--- src/rtl/core/hsmd_pkg.sv ---
// ----------------------------------------------------------------------------
// hsmd_pkg
// Shared types, constants and microcode field codes for the haptic
// spring-mass-damper core.
// ----------------------------------------------------------------------------
package hsmd_pkg;

  // field and coefficient widths
  localparam int unsigned IO_W            = 32;
  localparam int unsigned COEF_W          = 32;
  localparam int unsigned CFRAC           = 20;
  localparam int unsigned STATE_WIDTH_DEF = 48;

  // multiplier unit widths: 64-bit magnitude split into two 32-bit halves
  localparam int unsigned HALF_W = 32;
  localparam int unsigned MAG_W  = 2 * HALF_W;
  localparam int unsigned PROD_W = HALF_W + COEF_W;
  localparam int unsigned ACC_W  = MAG_W + COEF_W;
  localparam int unsigned Q_W    = ACC_W - CFRAC;

  // configuration port
  localparam int unsigned PADDR_W = 5;
  localparam int unsigned PDATA_W = 32;
  localparam int unsigned IDX_W   = PADDR_W - 2;

  // microprogram
  localparam int unsigned        STEP_W    = 5;
  localparam logic [STEP_W-1:0]  STEP_IDLE = '0;

  // register reset values
  localparam logic [COEF_W-1:0] STIFFNESS_RST      = 32'd18641718;
  localparam logic [COEF_W-1:0] DAMPING_RST        = 32'd18642;
  localparam logic [COEF_W-1:0] STEP_TIME_RST      = 32'd1049;
  localparam logic [COEF_W-1:0] STIFFNESS_GAIN_RST = 32'd41396;
  localparam logic [COEF_W-1:0] DAMPING_GAIN_RST   = 32'd41;

  typedef enum logic [IDX_W-1:0] {
    REG_STIFFNESS      = 3'd0,
    REG_DAMPING        = 3'd1,
    REG_STEP_TIME      = 3'd2,
    REG_STIFFNESS_GAIN = 3'd3,
    REG_DAMPING_GAIN   = 3'd4
  } reg_idx_t;

  typedef struct packed {
    logic [COEF_W-1:0] stiffness;
    logic [COEF_W-1:0] damping;
    logic [COEF_W-1:0] step_time;
    logic [COEF_W-1:0] stiffness_gain;
    logic [COEF_W-1:0] damping_gain;
  } coef_t;

  // sequencer operation of a control word
  typedef enum logic [1:0] {
    SEQ_NEXT,
    SEQ_WAIT,
    SEQ_EMIT,
    SEQ_JUMP
  } seq_op_t;

  typedef enum logic [1:0] {
    ALU_NONE,
    ALU_ADD,
    ALU_SUB
  } alu_op_t;

  // datapath register select
  typedef enum logic [2:0] {
    SEL_POS,
    SEL_VEL,
    SEL_ANG,
    SEL_WVL,
    SEL_T0,
    SEL_T1,
    SEL_T2
  } sel_t;

  typedef enum logic [2:0] {
    MUL_NONE,
    MUL_LOAD,
    MUL_LO,
    MUL_HI,
    MUL_SUM,
    MUL_FIN
  } mul_op_t;

  typedef enum logic [2:0] {
    COEF_K,
    COEF_B,
    COEF_T,
    COEF_KG,
    COEF_BG
  } coef_sel_t;

  // one microcode control word
  typedef struct packed {
    seq_op_t           seq_op;
    logic [STEP_W-1:0] jump_to;
    alu_op_t           alu_op;
    sel_t              alu_a;
    sel_t              alu_b;
    sel_t              alu_dst;
    mul_op_t           mul_op;
    sel_t              mul_src;
    coef_sel_t         mul_coef;
    logic              mul_torque;
    sel_t              mul_dst;
  } ctrl_t;

  // channel status seen by the sequencer
  typedef struct packed {
    logic in_valid;
    logic out_free;
  } seq_status_t;

  // handshake decisions made by the sequencer
  typedef struct packed {
    logic in_ready;
    logic take_in;
    logic emit;
  } seq_hs_t;

endpackage

--- src/rtl/core/hsmd_in_if.sv ---
// ----------------------------------------------------------------------------
// hsmd_in_if
// Wheel sample channel: measured angle and velocity with valid/ready.
// ----------------------------------------------------------------------------
interface hsmd_in_if;
  logic                               valid;
  logic                               ready;
  logic signed [hsmd_pkg::IO_W-1:0]   wheel_angle;
  logic signed [hsmd_pkg::IO_W-1:0]   wheel_velocity;

  modport source (output valid, output wheel_angle, output wheel_velocity, input ready);
  modport sink   (input valid, input wheel_angle, input wheel_velocity, output ready);
endinterface

--- src/rtl/core/hsmd_out_if.sv ---
// ----------------------------------------------------------------------------
// hsmd_out_if
// Torque command channel: saturated torque and clip flag with valid/ready.
// ----------------------------------------------------------------------------
interface hsmd_out_if;
  logic                               valid;
  logic                               ready;
  logic signed [hsmd_pkg::IO_W-1:0]   torque;
  logic                               saturated;

  modport source (output valid, output torque, output saturated, input ready);
  modport sink   (input valid, input torque, input saturated, output ready);
endinterface

--- src/rtl/core/hsmd_cfg.sv ---
// ----------------------------------------------------------------------------
// hsmd_cfg
// APB-style register bank holding the five Q12.20 coefficients.
// ----------------------------------------------------------------------------
module hsmd_cfg (
  input  logic                           clk,
  input  logic                           rst,
  input  logic                           psel,
  input  logic                           penable,
  input  logic                           pwrite,
  input  logic [hsmd_pkg::PADDR_W-1:0]   paddr,
  input  logic [hsmd_pkg::PDATA_W-1:0]   pwdata,
  output logic [hsmd_pkg::PDATA_W-1:0]   prdata,
  output logic                           pready,
  output hsmd_pkg::coef_t                coef
);

  hsmd_pkg::reg_idx_t idx;
  logic               wr;

  assign pready = 1'b1;
  assign idx    = hsmd_pkg::reg_idx_t'(paddr[hsmd_pkg::PADDR_W-1:2]);
  assign wr     = psel & penable & pwrite & pready;

  // register writes, unknown index ignored
  always_ff @(posedge clk) begin
    if (rst) begin
      coef.stiffness      <= hsmd_pkg::STIFFNESS_RST;
      coef.damping        <= hsmd_pkg::DAMPING_RST;
      coef.step_time      <= hsmd_pkg::STEP_TIME_RST;
      coef.stiffness_gain <= hsmd_pkg::STIFFNESS_GAIN_RST;
      coef.damping_gain   <= hsmd_pkg::DAMPING_GAIN_RST;
    end else if (wr) begin
      case (idx)
        hsmd_pkg::REG_STIFFNESS:      coef.stiffness      <= pwdata;
        hsmd_pkg::REG_DAMPING:        coef.damping        <= pwdata;
        hsmd_pkg::REG_STEP_TIME:      coef.step_time      <= pwdata;
        hsmd_pkg::REG_STIFFNESS_GAIN: coef.stiffness_gain <= pwdata;
        hsmd_pkg::REG_DAMPING_GAIN:   coef.damping_gain   <= pwdata;
        default: ;
      endcase
    end
  end

  // read back
  always_comb begin
    case (idx)
      hsmd_pkg::REG_STIFFNESS:      prdata = coef.stiffness;
      hsmd_pkg::REG_DAMPING:        prdata = coef.damping;
      hsmd_pkg::REG_STEP_TIME:      prdata = coef.step_time;
      hsmd_pkg::REG_STIFFNESS_GAIN: prdata = coef.stiffness_gain;
      hsmd_pkg::REG_DAMPING_GAIN:   prdata = coef.damping_gain;
      default:                      prdata = '0;
    endcase
  end

endmodule

--- src/rtl/core/hsmd_sequencer.sv ---
// ----------------------------------------------------------------------------
// hsmd_sequencer
// Step counter and microcode ROM; one control word per step, with waits on
// the input and output channels and a jump back to the idle step.
// ----------------------------------------------------------------------------
module hsmd_sequencer (
  input  logic                   clk,
  input  logic                   rst,
  input  hsmd_pkg::seq_status_t  status,
  output hsmd_pkg::ctrl_t        ctrl,
  output hsmd_pkg::seq_hs_t      hs
);

  logic [hsmd_pkg::STEP_W-1:0] step;
  logic [hsmd_pkg::STEP_W-1:0] step_next;

  // microprogram: five multiplies, each load / low / high / sum / finish
  function automatic hsmd_pkg::ctrl_t urom(input logic [hsmd_pkg::STEP_W-1:0] s);
    hsmd_pkg::ctrl_t w;
    w = '0;
    case (s)
      5'd0: begin
        w.seq_op = hsmd_pkg::SEQ_WAIT;
      end
      // dpos = T * vel, err = angle - pos
      5'd1: begin
        w.mul_op   = hsmd_pkg::MUL_LOAD;
        w.mul_src  = hsmd_pkg::SEL_VEL;
        w.mul_coef = hsmd_pkg::COEF_T;
        w.alu_op   = hsmd_pkg::ALU_SUB;
        w.alu_a    = hsmd_pkg::SEL_ANG;
        w.alu_b    = hsmd_pkg::SEL_POS;
        w.alu_dst  = hsmd_pkg::SEL_T1;
      end
      5'd2:  w.mul_op = hsmd_pkg::MUL_LO;
      5'd3:  w.mul_op = hsmd_pkg::MUL_HI;
      5'd4:  w.mul_op = hsmd_pkg::MUL_SUM;
      5'd5: begin
        w.mul_op  = hsmd_pkg::MUL_FIN;
        w.mul_dst = hsmd_pkg::SEL_T0;
      end
      // kt = KG * err, pos = pos + dpos
      5'd6: begin
        w.mul_op   = hsmd_pkg::MUL_LOAD;
        w.mul_src  = hsmd_pkg::SEL_T1;
        w.mul_coef = hsmd_pkg::COEF_KG;
        w.alu_op   = hsmd_pkg::ALU_ADD;
        w.alu_a    = hsmd_pkg::SEL_POS;
        w.alu_b    = hsmd_pkg::SEL_T0;
        w.alu_dst  = hsmd_pkg::SEL_POS;
      end
      // spring stretch d1 = pos - angle
      5'd7: begin
        w.mul_op  = hsmd_pkg::MUL_LO;
        w.alu_op  = hsmd_pkg::ALU_SUB;
        w.alu_a   = hsmd_pkg::SEL_POS;
        w.alu_b   = hsmd_pkg::SEL_ANG;
        w.alu_dst = hsmd_pkg::SEL_T2;
      end
      5'd8:  w.mul_op = hsmd_pkg::MUL_HI;
      5'd9:  w.mul_op = hsmd_pkg::MUL_SUM;
      5'd10: begin
        w.mul_op  = hsmd_pkg::MUL_FIN;
        w.mul_dst = hsmd_pkg::SEL_T1;
      end
      // bt = BG * vel, partial vel + kt
      5'd11: begin
        w.mul_op   = hsmd_pkg::MUL_LOAD;
        w.mul_src  = hsmd_pkg::SEL_VEL;
        w.mul_coef = hsmd_pkg::COEF_BG;
        w.alu_op   = hsmd_pkg::ALU_ADD;
        w.alu_a    = hsmd_pkg::SEL_VEL;
        w.alu_b    = hsmd_pkg::SEL_T1;
        w.alu_dst  = hsmd_pkg::SEL_T1;
      end
      5'd12: w.mul_op = hsmd_pkg::MUL_LO;
      5'd13: w.mul_op = hsmd_pkg::MUL_HI;
      5'd14: w.mul_op = hsmd_pkg::MUL_SUM;
      5'd15: begin
        w.mul_op  = hsmd_pkg::MUL_FIN;
        w.mul_dst = hsmd_pkg::SEL_T0;
      end
      // new mass velocity
      5'd16: begin
        w.alu_op  = hsmd_pkg::ALU_SUB;
        w.alu_a   = hsmd_pkg::SEL_T1;
        w.alu_b   = hsmd_pkg::SEL_T0;
        w.alu_dst = hsmd_pkg::SEL_VEL;
      end
      // spring torque term, d2 = vel - wheel velocity
      5'd17: begin
        w.mul_op     = hsmd_pkg::MUL_LOAD;
        w.mul_src    = hsmd_pkg::SEL_T2;
        w.mul_coef   = hsmd_pkg::COEF_K;
        w.mul_torque = 1'b1;
        w.alu_op     = hsmd_pkg::ALU_SUB;
        w.alu_a      = hsmd_pkg::SEL_VEL;
        w.alu_b      = hsmd_pkg::SEL_WVL;
        w.alu_dst    = hsmd_pkg::SEL_T1;
      end
      5'd18: w.mul_op = hsmd_pkg::MUL_LO;
      5'd19: w.mul_op = hsmd_pkg::MUL_HI;
      5'd20: w.mul_op = hsmd_pkg::MUL_SUM;
      5'd21: begin
        w.mul_op  = hsmd_pkg::MUL_FIN;
        w.mul_dst = hsmd_pkg::SEL_T2;
      end
      // damper torque term
      5'd22: begin
        w.mul_op     = hsmd_pkg::MUL_LOAD;
        w.mul_src    = hsmd_pkg::SEL_T1;
        w.mul_coef   = hsmd_pkg::COEF_B;
        w.mul_torque = 1'b1;
      end
      5'd23: w.mul_op = hsmd_pkg::MUL_LO;
      5'd24: w.mul_op = hsmd_pkg::MUL_HI;
      5'd25: w.mul_op = hsmd_pkg::MUL_SUM;
      5'd26: begin
        w.mul_op  = hsmd_pkg::MUL_FIN;
        w.mul_dst = hsmd_pkg::SEL_T1;
      end
      // torque = -(t1 + t2), hand to output register
      5'd27: begin
        w.seq_op  = hsmd_pkg::SEQ_EMIT;
        w.jump_to = hsmd_pkg::STEP_IDLE;
        w.alu_a   = hsmd_pkg::SEL_T2;
        w.alu_b   = hsmd_pkg::SEL_T1;
      end
      default: begin
        w.seq_op  = hsmd_pkg::SEQ_JUMP;
        w.jump_to = hsmd_pkg::STEP_IDLE;
      end
    endcase
    return w;
  endfunction

  assign ctrl = urom(step);

  // channel handshakes
  always_comb begin
    hs.in_ready = (ctrl.seq_op == hsmd_pkg::SEQ_WAIT);
    hs.take_in  = hs.in_ready & status.in_valid;
    hs.emit     = (ctrl.seq_op == hsmd_pkg::SEQ_EMIT) & status.out_free;
  end

  // next step
  always_comb begin
    case (ctrl.seq_op)
      hsmd_pkg::SEQ_NEXT: step_next = step + 1'b1;
      hsmd_pkg::SEQ_WAIT: step_next = status.in_valid ? step + 1'b1 : step;
      hsmd_pkg::SEQ_EMIT: step_next = status.out_free ? ctrl.jump_to : step;
      hsmd_pkg::SEQ_JUMP: step_next = ctrl.jump_to;
      default:            step_next = hsmd_pkg::STEP_IDLE;
    endcase
  end

  always_ff @(posedge clk) begin
    if (rst) begin
      step <= hsmd_pkg::STEP_IDLE;
    end else begin
      step <= step_next;
    end
  end

endmodule

--- src/rtl/core/hsmd_mul.sv ---
// ----------------------------------------------------------------------------
// hsmd_mul
// Shared signed-by-unsigned multiply with truncation toward zero, alignment
// shift and saturation, in microcode load, low, high, sum and finish steps.
// ----------------------------------------------------------------------------
module hsmd_mul #(
  parameter int unsigned STATE_WIDTH = hsmd_pkg::STATE_WIDTH_DEF
) (
  input  logic                               clk,
  input  hsmd_pkg::mul_op_t                  mul_op,
  input  logic                               torque,
  input  logic signed [STATE_WIDTH-1:0]      src,
  input  logic [hsmd_pkg::COEF_W-1:0]        coef,
  output logic signed [STATE_WIDTH-1:0]      result,
  output logic                               clip
);

  localparam int unsigned TQ_SHIFT = STATE_WIDTH - 12;
  localparam int unsigned QW       = hsmd_pkg::Q_W;

  logic                                neg;
  logic                                tq_mode;
  logic [hsmd_pkg::MAG_W-1:0]          mag;
  logic [hsmd_pkg::COEF_W-1:0]         coef_r;
  logic [hsmd_pkg::PROD_W-1:0]         prod_lo;
  logic [hsmd_pkg::PROD_W-1:0]         prod_hi;
  logic [QW-1:0]                       q;

  logic [STATE_WIDTH-1:0]              src_abs;
  logic [hsmd_pkg::HALF_W-1:0]         mul_a;
  logic [hsmd_pkg::PROD_W-1:0]         prod;
  logic [hsmd_pkg::ACC_W-1:0]          acc;
  logic [QW-1:0]                       q_next;
  logic [QW-1:0]                       lim;
  logic                                over;
  logic [STATE_WIDTH-1:0]              q_clip;

  // magnitude of the operand
  assign src_abs = src[STATE_WIDTH-1] ? STATE_WIDTH'(-src) : STATE_WIDTH'(src);

  // one 32x32 multiplier, low half then high half
  assign mul_a = (mul_op == hsmd_pkg::MUL_HI) ? mag[hsmd_pkg::MAG_W-1:hsmd_pkg::HALF_W]
                                              : mag[hsmd_pkg::HALF_W-1:0];
  assign prod  = mul_a * coef_r;

  // partial product sum and alignment to the target format
  assign acc    = {prod_hi, hsmd_pkg::HALF_W'(0)} + hsmd_pkg::ACC_W'(prod_lo);
  assign q_next = tq_mode ? QW'(acc >> TQ_SHIFT) : QW'(acc >> hsmd_pkg::CFRAC);

  // saturation limit of the magnitude, one more on the negative side
  always_comb begin
    if (tq_mode) begin
      lim = (QW'(1) << (hsmd_pkg::IO_W - 1)) - QW'(!neg);
    end else begin
      lim = (QW'(1) << (STATE_WIDTH - 1)) - QW'(!neg);
    end
    over   = (q > lim);
    q_clip = over ? lim[STATE_WIDTH-1:0] : q[STATE_WIDTH-1:0];
    result = neg ? $signed(STATE_WIDTH'(0) - q_clip) : $signed(q_clip);
    clip   = over & tq_mode;
  end

  always_ff @(posedge clk) begin
    case (mul_op)
      hsmd_pkg::MUL_LOAD: begin
        neg     <= src[STATE_WIDTH-1];
        tq_mode <= torque;
        mag     <= hsmd_pkg::MAG_W'(src_abs);
        coef_r  <= coef;
      end
      hsmd_pkg::MUL_LO:  prod_lo <= prod;
      hsmd_pkg::MUL_HI:  prod_hi <= prod;
      hsmd_pkg::MUL_SUM: q       <= q_next;
      default: ;
    endcase
  end

endmodule

--- src/rtl/core/hsmd_datapath.sv ---
// ----------------------------------------------------------------------------
// hsmd_datapath
// Mass state, working registers, saturating adder, multiplier unit and the
// torque output register, all driven by the current control word.
// ----------------------------------------------------------------------------
module hsmd_datapath #(
  parameter int unsigned STATE_WIDTH = hsmd_pkg::STATE_WIDTH_DEF
) (
  input  logic                               clk,
  input  logic                               rst,
  input  hsmd_pkg::ctrl_t                    ctrl,
  input  hsmd_pkg::seq_hs_t                  hs,
  input  hsmd_pkg::coef_t                    coef,
  input  logic signed [hsmd_pkg::IO_W-1:0]   wheel_angle,
  input  logic signed [hsmd_pkg::IO_W-1:0]   wheel_velocity,
  input  logic                               out_ready,
  output logic                               out_valid,
  output logic signed [hsmd_pkg::IO_W-1:0]   torque,
  output logic                               saturated,
  output logic                               out_free
);

  localparam int unsigned EXT_W = STATE_WIDTH + 1;
  localparam int unsigned SUM_W = hsmd_pkg::IO_W + 2;
  localparam logic [STATE_WIDTH-1:0] S_MAX = {1'b0, {(STATE_WIDTH-1){1'b1}}};
  localparam logic [STATE_WIDTH-1:0] S_MIN = {1'b1, {(STATE_WIDTH-1){1'b0}}};
  localparam logic [hsmd_pkg::IO_W-1:0] T_MAX = {1'b0, {(hsmd_pkg::IO_W-1){1'b1}}};
  localparam logic [hsmd_pkg::IO_W-1:0] T_MIN = {1'b1, {(hsmd_pkg::IO_W-1){1'b0}}};

  logic signed [STATE_WIDTH-1:0] pos, pos_next;
  logic signed [STATE_WIDTH-1:0] vel, vel_next;
  logic signed [STATE_WIDTH-1:0] ang, ang_next;
  logic signed [STATE_WIDTH-1:0] wvl, wvl_next;
  logic signed [STATE_WIDTH-1:0] t0, t0_next;
  logic signed [STATE_WIDTH-1:0] t1, t1_next;
  logic signed [STATE_WIDTH-1:0] t2, t2_next;
  logic                          tflag, tflag_next;

  logic signed [STATE_WIDTH-1:0] opa, opb, msrc;
  logic signed [EXT_W-1:0]       alu_sum;
  logic signed [STATE_WIDTH-1:0] alu_res;
  logic [hsmd_pkg::COEF_W-1:0]   mcoef;
  logic signed [STATE_WIDTH-1:0] mul_res;
  logic                          mul_clip;

  logic signed [hsmd_pkg::IO_W-1:0] ta, tb;
  logic signed [SUM_W-1:0]          tsum;
  logic                             t_over;

  // register select
  function automatic logic signed [STATE_WIDTH-1:0] pick(
    input hsmd_pkg::sel_t s,
    input logic signed [STATE_WIDTH-1:0] p, v, a, w, r0, r1, r2
  );
    logic signed [STATE_WIDTH-1:0] r;
    case (s)
      hsmd_pkg::SEL_POS: r = p;
      hsmd_pkg::SEL_VEL: r = v;
      hsmd_pkg::SEL_ANG: r = a;
      hsmd_pkg::SEL_WVL: r = w;
      hsmd_pkg::SEL_T0:  r = r0;
      hsmd_pkg::SEL_T1:  r = r1;
      hsmd_pkg::SEL_T2:  r = r2;
      default:           r = '0;
    endcase
    return r;
  endfunction

  assign opa  = pick(ctrl.alu_a, pos, vel, ang, wvl, t0, t1, t2);
  assign opb  = pick(ctrl.alu_b, pos, vel, ang, wvl, t0, t1, t2);
  assign msrc = pick(ctrl.mul_src, pos, vel, ang, wvl, t0, t1, t2);

  // saturating add / subtract at state width
  always_comb begin
    if (ctrl.alu_op == hsmd_pkg::ALU_SUB) begin
      alu_sum = EXT_W'(opa) - EXT_W'(opb);
    end else begin
      alu_sum = EXT_W'(opa) + EXT_W'(opb);
    end
    if (alu_sum[EXT_W-1] != alu_sum[STATE_WIDTH-1]) begin
      alu_res = alu_sum[EXT_W-1] ? S_MIN : S_MAX;
    end else begin
      alu_res = alu_sum[STATE_WIDTH-1:0];
    end
  end

  // coefficient select
  always_comb begin
    case (ctrl.mul_coef)
      hsmd_pkg::COEF_K:  mcoef = coef.stiffness;
      hsmd_pkg::COEF_B:  mcoef = coef.damping;
      hsmd_pkg::COEF_T:  mcoef = coef.step_time;
      hsmd_pkg::COEF_KG: mcoef = coef.stiffness_gain;
      hsmd_pkg::COEF_BG: mcoef = coef.damping_gain;
      default:           mcoef = '0;
    endcase
  end

  hsmd_mul #(
    .STATE_WIDTH (STATE_WIDTH)
  ) u_mul (
    .clk    (clk),
    .mul_op (ctrl.mul_op),
    .torque (ctrl.mul_torque),
    .src    (msrc),
    .coef   (mcoef),
    .result (mul_res),
    .clip   (mul_clip)
  );

  // register file next values
  always_comb begin
    pos_next   = pos;
    vel_next   = vel;
    ang_next   = ang;
    wvl_next   = wvl;
    t0_next    = t0;
    t1_next    = t1;
    t2_next    = t2;
    tflag_next = tflag;
    if (hs.take_in) begin
      ang_next   = STATE_WIDTH'(wheel_angle) << (STATE_WIDTH - hsmd_pkg::IO_W);
      wvl_next   = STATE_WIDTH'(wheel_velocity) << (STATE_WIDTH - hsmd_pkg::IO_W);
      tflag_next = 1'b0;
    end
    if (ctrl.alu_op != hsmd_pkg::ALU_NONE) begin
      case (ctrl.alu_dst)
        hsmd_pkg::SEL_POS: pos_next = alu_res;
        hsmd_pkg::SEL_VEL: vel_next = alu_res;
        hsmd_pkg::SEL_ANG: ang_next = alu_res;
        hsmd_pkg::SEL_WVL: wvl_next = alu_res;
        hsmd_pkg::SEL_T0:  t0_next  = alu_res;
        hsmd_pkg::SEL_T1:  t1_next  = alu_res;
        hsmd_pkg::SEL_T2:  t2_next  = alu_res;
        default: ;
      endcase
    end
    if (ctrl.mul_op == hsmd_pkg::MUL_FIN) begin
      tflag_next = tflag | mul_clip;
      case (ctrl.mul_dst)
        hsmd_pkg::SEL_POS: pos_next = mul_res;
        hsmd_pkg::SEL_VEL: vel_next = mul_res;
        hsmd_pkg::SEL_ANG: ang_next = mul_res;
        hsmd_pkg::SEL_WVL: wvl_next = mul_res;
        hsmd_pkg::SEL_T0:  t0_next  = mul_res;
        hsmd_pkg::SEL_T1:  t1_next  = mul_res;
        hsmd_pkg::SEL_T2:  t2_next  = mul_res;
        default: ;
      endcase
    end
  end

  // mass state
  always_ff @(posedge clk) begin
    if (rst) begin
      pos <= '0;
      vel <= '0;
    end else begin
      pos <= pos_next;
      vel <= vel_next;
    end
  end

  // working registers
  always_ff @(posedge clk) begin
    ang   <= ang_next;
    wvl   <= wvl_next;
    t0    <= t0_next;
    t1    <= t1_next;
    t2    <= t2_next;
    tflag <= tflag_next;
  end

  // negated sum of the two torque terms, clamped to 32 bits
  always_comb begin
    ta     = opa[hsmd_pkg::IO_W-1:0];
    tb     = opb[hsmd_pkg::IO_W-1:0];
    tsum   = -SUM_W'(ta) - SUM_W'(tb);
    t_over = (tsum[SUM_W-1:hsmd_pkg::IO_W-1] != 3'b000) &&
             (tsum[SUM_W-1:hsmd_pkg::IO_W-1] != 3'b111);
  end

  assign out_free = !out_valid || out_ready;

  // output register
  always_ff @(posedge clk) begin
    if (rst) begin
      out_valid <= 1'b0;
    end else if (hs.emit) begin
      out_valid <= 1'b1;
    end else if (out_ready) begin
      out_valid <= 1'b0;
    end
  end

  always_ff @(posedge clk) begin
    if (hs.emit) begin
      torque    <= t_over ? (tsum[SUM_W-1] ? T_MIN : T_MAX) : tsum[hsmd_pkg::IO_W-1:0];
      saturated <= tflag | t_over;
    end
  end

endmodule

--- src/rtl/core/haptic_spring_mass_damper_core.sv ---
// ----------------------------------------------------------------------------
// haptic_spring_mass_damper_core
// Once per control tick, takes the wheel angle and velocity, advances a
// virtual mass on a spring and damper by one forward-Euler step and returns
// the coupling torque (signals Q16.16, coefficients Q12.20, mass state with
// 16 integer bits and STATE_WIDTH-16 fraction bits). A new sample is taken
// only once the torque of the last one sits in the output register. The
// tick's length is set by the five coefficient multiplies, which go one
// after another through a single 32x32 multiplier in five microcode steps
// each (operand load, low and high partial products, sum and align,
// saturate), plus the step that waits for the sample, the velocity update
// step and the step that hands the torque over. If the previous torque is
// still waiting in the output register at that last step, the sequencer
// holds there until it has been taken. The output register holds a finished
// torque while the next tick is already being computed. Registers sit at
// byte addresses 0, 4, 8, 12, 16 (stiffness, damping, step_time,
// stiffness_gain, damping_gain). The user must see that they are written
// only while idle; the block itself does not enforce it. Reset zeroes the
// mass state and needs no clearing pass.
// ----------------------------------------------------------------------------
module haptic_spring_mass_damper_core #(
  parameter int unsigned STATE_WIDTH = hsmd_pkg::STATE_WIDTH_DEF
) (
  input  logic                           clk,
  input  logic                           rst,
  hsmd_in_if.sink                        sample,
  hsmd_out_if.source                     response,
  input  logic                           psel,
  input  logic                           penable,
  input  logic                           pwrite,
  input  logic [hsmd_pkg::PADDR_W-1:0]   paddr,
  input  logic [hsmd_pkg::PDATA_W-1:0]   pwdata,
  output logic [hsmd_pkg::PDATA_W-1:0]   prdata,
  output logic                           pready
);

  hsmd_pkg::coef_t       coef;
  hsmd_pkg::ctrl_t       ctrl;
  hsmd_pkg::seq_status_t status;
  hsmd_pkg::seq_hs_t     hs;
  logic                  out_free;

  // configuration registers
  hsmd_cfg u_cfg (
    .clk     (clk),
    .rst     (rst),
    .psel    (psel),
    .penable (penable),
    .pwrite  (pwrite),
    .paddr   (paddr),
    .pwdata  (pwdata),
    .prdata  (prdata),
    .pready  (pready),
    .coef    (coef)
  );

  // microcode sequencer
  assign status.in_valid = sample.valid;
  assign status.out_free = out_free;

  hsmd_sequencer u_seq (
    .clk    (clk),
    .rst    (rst),
    .status (status),
    .ctrl   (ctrl),
    .hs     (hs)
  );

  assign sample.ready = hs.in_ready;

  // datapath
  hsmd_datapath #(
    .STATE_WIDTH (STATE_WIDTH)
  ) u_dp (
    .clk            (clk),
    .rst            (rst),
    .ctrl           (ctrl),
    .hs             (hs),
    .coef           (coef),
    .wheel_angle    (sample.wheel_angle),
    .wheel_velocity (sample.wheel_velocity),
    .out_ready      (response.ready),
    .out_valid      (response.valid),
    .torque         (response.torque),
    .saturated      (response.saturated),
    .out_free       (out_free)
  );

endmodule
--- src/flat_wrapper.sv ---
// flat-port wrapper written by rule: the top's interface ports become plain ports
module haptic_spring_mass_damper_core_flat 
#(
  parameter int unsigned STATE_WIDTH = hsmd_pkg::STATE_WIDTH_DEF
)
  (clk, rst, psel, penable, pwrite, paddr, pwdata, prdata, pready, sample_valid, sample_wheel_angle, sample_wheel_velocity, sample_ready, response_valid, response_torque, response_saturated, response_ready);
  hsmd_in_if sample_i ();
  hsmd_out_if response_i ();
  input  logic clk;
  input  logic rst;
  input  logic psel;
  input  logic penable;
  input  logic pwrite;
  input  logic [hsmd_pkg::PADDR_W-1:0] paddr;
  input  logic [hsmd_pkg::PDATA_W-1:0] pwdata;
  output logic [hsmd_pkg::PDATA_W-1:0] prdata;
  output logic pready;
  input wire logic [$bits(sample_i.valid)-1:0] sample_valid;
  input wire logic [$bits(sample_i.wheel_angle)-1:0] sample_wheel_angle;
  input wire logic [$bits(sample_i.wheel_velocity)-1:0] sample_wheel_velocity;
  output wire logic [$bits(sample_i.ready)-1:0] sample_ready;
  output wire logic [$bits(response_i.valid)-1:0] response_valid;
  output wire logic [$bits(response_i.torque)-1:0] response_torque;
  output wire logic [$bits(response_i.saturated)-1:0] response_saturated;
  input wire logic [$bits(response_i.ready)-1:0] response_ready;
  assign sample_i.valid = sample_valid;
  assign sample_i.wheel_angle = sample_wheel_angle;
  assign sample_i.wheel_velocity = sample_wheel_velocity;
  assign sample_ready = sample_i.ready;
  assign response_valid = response_i.valid;
  assign response_torque = response_i.torque;
  assign response_saturated = response_i.saturated;
  assign response_i.ready = response_ready;
  haptic_spring_mass_damper_core #(.STATE_WIDTH(STATE_WIDTH)) u_core (.clk(clk), .rst(rst), .sample(sample_i), .response(response_i), .psel(psel), .penable(penable), .pwrite(pwrite), .paddr(paddr), .pwdata(pwdata), .prdata(prdata), .pready(pready));
endmodule
--- config.mk ---
export PLATFORM = sky130hd
export DESIGN_NAME = haptic_spring_mass_damper_core_flat
export DESIGN_NICKNAME = d
export VERILOG_FILES = /design/src/rtl/core/hsmd_pkg.sv /design/src/rtl/core/hsmd_in_if.sv /design/src/rtl/core/hsmd_out_if.sv /design/src/rtl/core/hsmd_cfg.sv /design/src/rtl/core/hsmd_sequencer.sv /design/src/rtl/core/hsmd_mul.sv /design/src/rtl/core/hsmd_datapath.sv /design/src/rtl/core/haptic_spring_mass_damper_core.sv /design/src/flat_wrapper.sv
export SDC_FILE = /design/constraint.sdc
export NUM_CORES = 2
export LEC_CHECK = 0
export ABC_AREA = 1
export BUFFER_PORTS_ARGS = -buffer_cell sky130_fd_sc_hd__buf_2
export CAP_MARGIN = 0
export CORE_UTILIZATION = 42
export CTS_CLUSTER_SIZE = 16
export DETAILED_ROUTE_END_ITERATION = 12
export RECOVER_POWER = 50
export SETUP_SLACK_MARGIN = 0.1
export SLEW_MARGIN = 10
export SYNTH_ARGS = -nofsm -noshare
export SYNTH_HDL_FRONTEND = slang
export SYNTH_SLANG_ARGS = --single-unit
--- constraint.sdc ---
create_clock -name clk -period 9.8 [get_ports clk]
set_input_delay 0.98 -clock clk [delete_from_list [all_inputs] [get_ports clk]]
set_output_delay 0.98 -clock clk [all_outputs]
set_load 0.01 [all_outputs]
# Word-level counts from Yosys, hierarchy flattened
# Cells that the tools add are included.
# classes
n_reduce_logical	35
add_sub_neg	10
eq_ne	78
n_mul	1
bitwise_logic	7
mux	61
order_cmp	1
# op_table
operator	n
2-to-1 mux 48 bit	34
one-hot mux 48 bit (7 select lines)	3
one-hot mux 32 bit (5 select lines)	2
adder 96 x 64 -> 96 bit	1
2-to-1 mux 32 bit	3
> comparator 76 bit	1
2-to-1 mux 76 bit	1
multiplier 32 x 32 -> 64 bit	1
equality test 5 bit, second input constant	12
2-to-1 mux 60 bit	1
equality test 3 bit, second input constant	19
adder 48 x 48 -> 49 bit	1
2-to-1 mux 49 bit	1
subtractor 48 x 1 -> 49 bit, first input constant	1
subtractor 48 x 48 -> 49 bit	1
equality test 3 x 2 -> 1 bit, second input constant	16
negator 48 bit	1
subtractor 1 x 48 -> 48 bit, first input constant	1
2-to-1 mux 47 bit	1
one-hot mux 6 bit (7 select lines)	1
equality test 5 x 4 -> 1 bit, second input constant	8
negator 32 -> 34 bit	1
subtractor 34 x 32 -> 34 bit	1
subtractor 32 x 1 -> 33 bit, first input constant	1
35 further kinds	80
# word_totals
reg_bits	822
in_bits	108

# Depth between registers and ports, before layout
# logic_depth
word_depth	12
mapped_depth	48
ltp_nobuf	45

# By module
# From an unflattened synthesis, not the netlist that was laid out.
# unflattened
hier_cells	12410
hier_area_um2	89082.9
# by_module_without_submodules
mod	instances	seq_area_each_um2	cells_per_inst	area_per_inst_um2
hsmd_mul	1	7987.7	5823	48840.6
hsmd_datapath	1	7767.4	5214	31564.0
hsmd_cfg	1	3203.1	1243	7871.3
hsmd_sequencer	1	100.1	130	807.0

# Least setup slack after synthesis
# Ideal clock, no wire load.
# synth_timing
kind	flip-flop to flip-flop
from	register u_core.u_seq.step[0] (netlist bit)
to	register u_core.u_dp.u_mul.prod_hi[42] (netlist bit) (data pin)
n_path_buf	2
setup_ps	264
setup_slack_ps	-997
arrival_ps	10532
stages_incl_launch_ff	38
required_ps	9536
path_cell_list	dfxtp_1 ha_1 inv_1 nor2_1 ha_1 nor4_1 inv_1 nor2_1 inv_1 nor2_1 clkbuf_1 or2_2 o21ai_1 inv_1 clkbuf_1 nand2_1 fa_1 fa_1 [... 2 more ...] fa_1 ha_1 ha_1 inv_1 fa_1 inv_1 fa_1 ha_1 nand2_1 o21ai_0 a21boi_0 o21ai_0 a21oi_1 o21ai_0 a21boi_0 o21ai_0 a21oi_1 xnor2_1
# synth_via
elab_chain_cells	6
elab_cells_between_ends	34
classes_between	mul: 1; eq/ne: 26; mux: 2; reduce/logical: 5
# synth_rtl
element	line	source
start, declared	hsmd_sequencer.sv:14	logic [hsmd_pkg::STEP_W-1:0] step;
start signal, assigned	hsmd_sequencer.sv:159	step <= hsmd_pkg::STEP_IDLE;
start signal, assigned	hsmd_sequencer.sv:161	step <= step_next;
equality test 5 bit, or another cell as far along	hsmd_sequencer.sv:21	case (s)
OR reduction 5 bit (no source line)	-	
one-hot mux 3 bit (5 select lines) (*)	hsmd_sequencer.sv:21	
equality test 3 x 2 -> 1 bit (*)	hsmd_mul.sv:42	assign mul_a = (mul_op == hsmd_pkg::MUL_HI) ? mag[hsmd_pkg::MAG_W-1:hsmd_pkg::HALF_W]
2-to-1 mux 32 bit (*)	hsmd_mul.sv:42	
multiplier 32 x 32 -> 64 bit (*)	hsmd_mul.sv:44	assign prod = mul_a * coef_r;
net u_core.u_dp.u_mul.prod (one bit)	hsmd_mul.sv:31	logic [hsmd_pkg::PROD_W-1:0] prod;
end signal, assigned	hsmd_mul.sv:72	hsmd_pkg::MUL_HI: prod_hi <= prod;
end, declared	hsmd_mul.sv:26	logic [hsmd_pkg::PROD_W-1:0] prod_hi;
# The timed path passes the listed nets; every way through them passes the cells marked *.
# A chain may end at the register's enable or synchronous reset.

# Worst setup path after layout
# layout_timing
from	register u_core.u_seq.step[0] (netlist bit)
to	register u_core.u_dp.u_mul.prod_lo[61] (netlist bit) (data pin)
# layout_via
elab_chain_cells	6
elab_cells_between_ends	34
classes_between	mul: 1; eq/ne: 26; mux: 2; reduce/logical: 5
# layout_rtl
element	line	source
equality test 5 bit, or another cell as far along	hsmd_sequencer.sv:21	
OR reduction 5 bit (no source line)	-	
one-hot mux 3 bit (5 select lines) (*)	hsmd_sequencer.sv:21	
equality test 3 x 2 -> 1 bit (*)	hsmd_mul.sv:42	
2-to-1 mux 32 bit (*)	hsmd_mul.sv:42	
multiplier 32 x 32 -> 64 bit (*)	hsmd_mul.sv:44	
net u_core.u_dp.u_mul.prod (one bit)	hsmd_mul.sv:31	
end signal, assigned	hsmd_mul.sv:71	hsmd_pkg::MUL_LO: prod_lo <= prod;
end, declared	hsmd_mul.sv:25	logic [hsmd_pkg::PROD_W-1:0] prod_lo;
# Marks and branches as above.

==> results.cfg <==
[hold_path]
hold_path_depth = 2
whs_endpoint = u_core.u_dp.wvl[10]
timing.hold.worst.start = u_core.u_dp.wvl[10]
hold_class = flip-flop to flip-flop

[global_routing]
antenna_found_initial = 6
grt_first_pass_wirelength_um = 481000
busiest_layer = met2
largest_net_degree_at_the_start_of_global_routing = 161
global_route.usage.met3_pct = 6.34
grt_pass1_vias = 75400
gr-usage-met2_pct = 50.3
met1_track_demand_over_resource_in_global_routing_pct = 43.7
grt.overflow.total = 0
groute.usage.overall_pct = 32.4

[clock_network]
clock_tree.root_cell = sky130_fd_sc_hd__clkbuf_16
tritoncts = built
tritoncts.num_buffers = 92
worst_skew_pair.late_latency_ns = 0.73
cts.hold.buffers_added = 0
cts_sinks = 802
clk_pin_slew_worst_paths_ns = 0.06
ctsHtreeMaxLevel = 3
clock_tree.buffer_depth = 3

[finish]
sequential_cell_area_um2 = 19100
proportion_of_layout_cells_with_a_drive_suffix_above_1_pct = 8.58
largest_register = u_core.u_cfg.coef
area_growth_syn_to_layout_pct = 11.7
flip_flop_count_of_the_largest_register_all_copies_and_words_added = 160
reg.largest.list = u_core.u_cfg.coef x160, u_core.u_dp.u_mul.q x76, u_core.u_dp.u_mul.prod_hi x64
num-nets-final = 12600
total_area_of_multi_input_combinational_cells_um2 = 54700
fillCellCount = 19600

[timing]
timing.fmax_mhz = 106
layout_min_cycle_time_ns = 9.43
setup_viol = 0
timing.clock.skew_ns = 0.0442
slew-limit-headroom_pct = -237
grt_setup_unrepaired = yes
worst_slew_pin_slew_ns = 5.03
finalMaxSlewViolations = 756
totalNegativeSetupSlack_ns = 0
min_period_over_period_pct = 96.2
timing.final.hold_violations = 0

[synthesis]
yosysTopAreaCell = sky130_fd_sc_hd__fa_1
synth_cell_types = 67
most_area_consuming_cells_after_synthesis = sky130_fd_sc_hd__fa_1, sky130_fd_sc_hd__dfxtp_1, sky130_fd_sc_hd__edfxtp_1
synthArstFlopShare_pct = 0
netlist_instances = 11000
synth.yosys.seq_area_share_pct = 23.1
netlist.area_leader.share_pct = 21.9
postSynthRegisterBits = 802
synth.cell_area_um2 = 82400
postSynth.topFlopCell = sky130_fd_sc_hd__dfxtp_1
syn_nets = 12400
number_of_enable_flip_flop_cells_after_synthesis = 300
synthesis.yosys.warnings = 0
syn-mean-instance-area_um2 = 7.51

[die]
design.die.area_um2 = 198000
row_count = 162
die_height_um = 445
fp.dieW_um = 445
io-pin-count = 176
core_region_area_um2 = 195000
initial_utilization_pct = 42.3

[drt]
remaining_drc_errors = 0
routed_wirelength_um = 328000
avgViaCountPerCell = 5.58
post_route_antenna_net_violation_count = 0
drtIter0Drc = 9069
drt_first_pass_iters = 7
routedWlPerCell_um = 23.7
route.vias.total = 77300

[critical_path]
timing.rr.start = u_core.u_seq.step[0]
crit_type = flip-flop to flip-flop
ff2ff_setup_slack_ns = 0.37
critical_path.max_fanout = 7
cell_type_of_the_slowest_stage_on_the_worst_timing_path = sky130_fd_sc_hd__fa_1
cp-end-kind = flip-flop
cp.arrival_ns = 9.88
cp-start-kind = flip-flop
reg2reg_depth = 39
crit_path_max_incr_delay_ns = 0.61
timing.rr.end = u_core.u_dp.u_mul.prod_lo[61]
timing.critical_path.required_ns = 10.25
critPathMostFrequentCell = sky130_fd_sc_hd__fa_1

[placement]
portBuffers = 172
globalplace.congestion = 1.02
place_hpwl_um = 252000

[status]
status = finished with violations
failing_checks = max-capacitance violations, max-slew violations

[run]
maxCapViolCount = 17
worst max-delay path, delay by kind of cell (launching register included):
kind / cells / cell delay [ns]
compound gates: 6 / 1.02
xor+xnor: 1 / 0.18
fa+ha+maj: 11 / 4.74
buf+inv: 11 / 1.44
flops: 1 / 0.36
simple gates: 10 / 1.39
worst max path at each step:
stage	from	endpoint	slack (ns)	depth (start not counted)
after floorplan	u_core.u_seq.step[0]	u_core.u_dp.u_mul.prod_hi[42]	0.39	37
after global placement	u_core.u_seq.step[1]	u_core.u_dp.u_mul.prod_hi[61]	0.07	45
after detailed placement	u_core.u_seq.step[2]	u_core.u_dp.u_mul.prod_lo[63]	0.09	39
after CTS	u_core.u_seq.step[2]	u_core.u_dp.u_mul.prod_lo[52]	0.11	33
after global routing	u_core.u_seq.step[1]	u_core.u_dp.u_mul.prod_hi[61]	-0.01	43
final	u_core.u_seq.step[0]	u_core.u_dp.u_mul.prod_lo[61]	0.37	39
routing by layer:
metal  vias up  part of all wire (%)
met5         -                 0.019
met4        10                   5.3
met1     37600                    41
met2      4055                    44
li1      34900                     -
met3       828                   9.9
logic make-up after synthesis:
family	Yosys count	share of synthesized area, %
and+or+nand+nor	4447	22.1
AOI/OAI and AO/OA	1624	11.3
DFF	802	23.1
buffers and inverters	2425	11.3
adders and majority gates	1365	28.9
muxes	10	0.122
other	1	0.00455
xor gates and xnor gates	290	3.08
stage by stage:
step	setup slack [ns]	cells	hold WS [ns]	utilization (%)	cell area, um^2
floorplan	0.388	11000	0.413	-	82400
global placement	0.0683	13600	0.424	45.0	87700
detailed placement	0.0869	13600	0.427	45.0	87700
CTS	0.109	13800	0.406	46.7	90900
global route	-0.0138	13800	0.452	47.2	92000
finish	0.373	13800	0.437	47.2	92000
cell usage after synthesis (6+ instances only):
| master | count |
|---|---|
| sky130_fd_sc_hd__a31oi_1 | 48 |
| sky130_fd_sc_hd__nor2_4 | 8 |
| sky130_fd_sc_hd__inv_1 | 1884 |
| sky130_fd_sc_hd__xnor2_1 | 87 |
| sky130_fd_sc_hd__o2111ai_1 | 37 |
| sky130_fd_sc_hd__nand2_1 | 2183 |
| sky130_fd_sc_hd__nor2_2 | 31 |
| sky130_fd_sc_hd__a21boi_0 | 16 |
| sky130_fd_sc_hd__nand4_1 | 54 |
| sky130_fd_sc_hd__xor2_1 | 203 |
| sky130_fd_sc_hd__buf_1 | 45 |
| sky130_fd_sc_hd__or2_2 | 36 |
| sky130_fd_sc_hd__mux2i_1 | 10 |
| sky130_fd_sc_hd__buf_4 | 6 |
| sky130_fd_sc_hd__o21a_1 | 37 |
| sky130_fd_sc_hd__nor2_1 | 1462 |
| sky130_fd_sc_hd__dfxtp_1 | 502 |
| sky130_fd_sc_hd__nand3_1 | 498 |
| sky130_fd_sc_hd__a21o_1 | 13 |
| sky130_fd_sc_hd__a21oi_1 | 459 |
| sky130_fd_sc_hd__o211ai_1 | 23 |
| sky130_fd_sc_hd__edfxtp_1 | 300 |
| sky130_fd_sc_hd__a221o_1 | 9 |
| sky130_fd_sc_hd__buf_2 | 31 |
| sky130_fd_sc_hd__o21ai_1 | 38 |
| sky130_fd_sc_hd__nor3_1 | 57 |
| sky130_fd_sc_hd__nand3b_1 | 11 |
| sky130_fd_sc_hd__o221ai_1 | 22 |
| sky130_fd_sc_hd__fa_1 | 899 |
| sky130_fd_sc_hd__nor4_1 | 59 |
| sky130_fd_sc_hd__ha_1 | 466 |
| sky130_fd_sc_hd__nand3_2 | 7 |
| sky130_fd_sc_hd__buf_6 | 17 |
| sky130_fd_sc_hd__nand2_2 | 16 |
| sky130_fd_sc_hd__o22ai_1 | 119 |
| sky130_fd_sc_hd__a22oi_1 | 46 |
| sky130_fd_sc_hd__a221oi_1 | 66 |
| sky130_fd_sc_hd__inv_2 | 15 |
| sky130_fd_sc_hd__o21ai_0 | 640 |
| sky130_fd_sc_hd__clkinv_1 | 27 |
| sky130_fd_sc_hd__o21bai_1 | 29 |
| sky130_fd_sc_hd__clkbuf_1 | 398 |
repair_timing:
action,CTS,global route
endpoints found under the hold margin,0,0
endpoints found under the setup margin,32,80
cloned,0,3
buffers inserted,1,47
gates resized for setup,6,171
pin swaps,0,28
layout make-up:
class | instances | area share, %
Antenna cell | 3 | 0.00816
Clock buffer | 117 | 2.68
Clock inverter | 56 | 0.812
Inverter | 1928 | 7.94
Multi-Input combinational cell | 7737 | 59.4
Sequential cell | 802 | 20.7
Tap cell | 2624 | 3.57
Timing Repair Buffer | 580 | 4.88
layout by cell type, fill, tap and decap left out, drive strengths merged, types with 3 or more instances in the layout:
cell	n
mux2i	10
nor3	59
o221ai	22
nor4	60
bufinv	14
a221oi	66
a211oi	4
buf	529
clkinv	49
clkbuf	168
a31oi	48
o22ai	119
o2111ai	37
a32o	5
nand3b	11
diode	3
o21ai	682
nand3	508
nor2	1503
and3	5
a221o	9
o21bai	29
a22oi	46
xnor2	87
nand4	56
or2	37
o21a	37
ha	466
edfxtp	300
inv	1896
a21oi	459
fa	899
dfxtp	502
a21o	13
and2	3
xor2	203
o211ai	23
a21boi	16
nand2	2201
clkinvlp	25
Power is not shown: default switching activity piles up to over one toggle a cycle in this logic, so the estimate is an artifact.
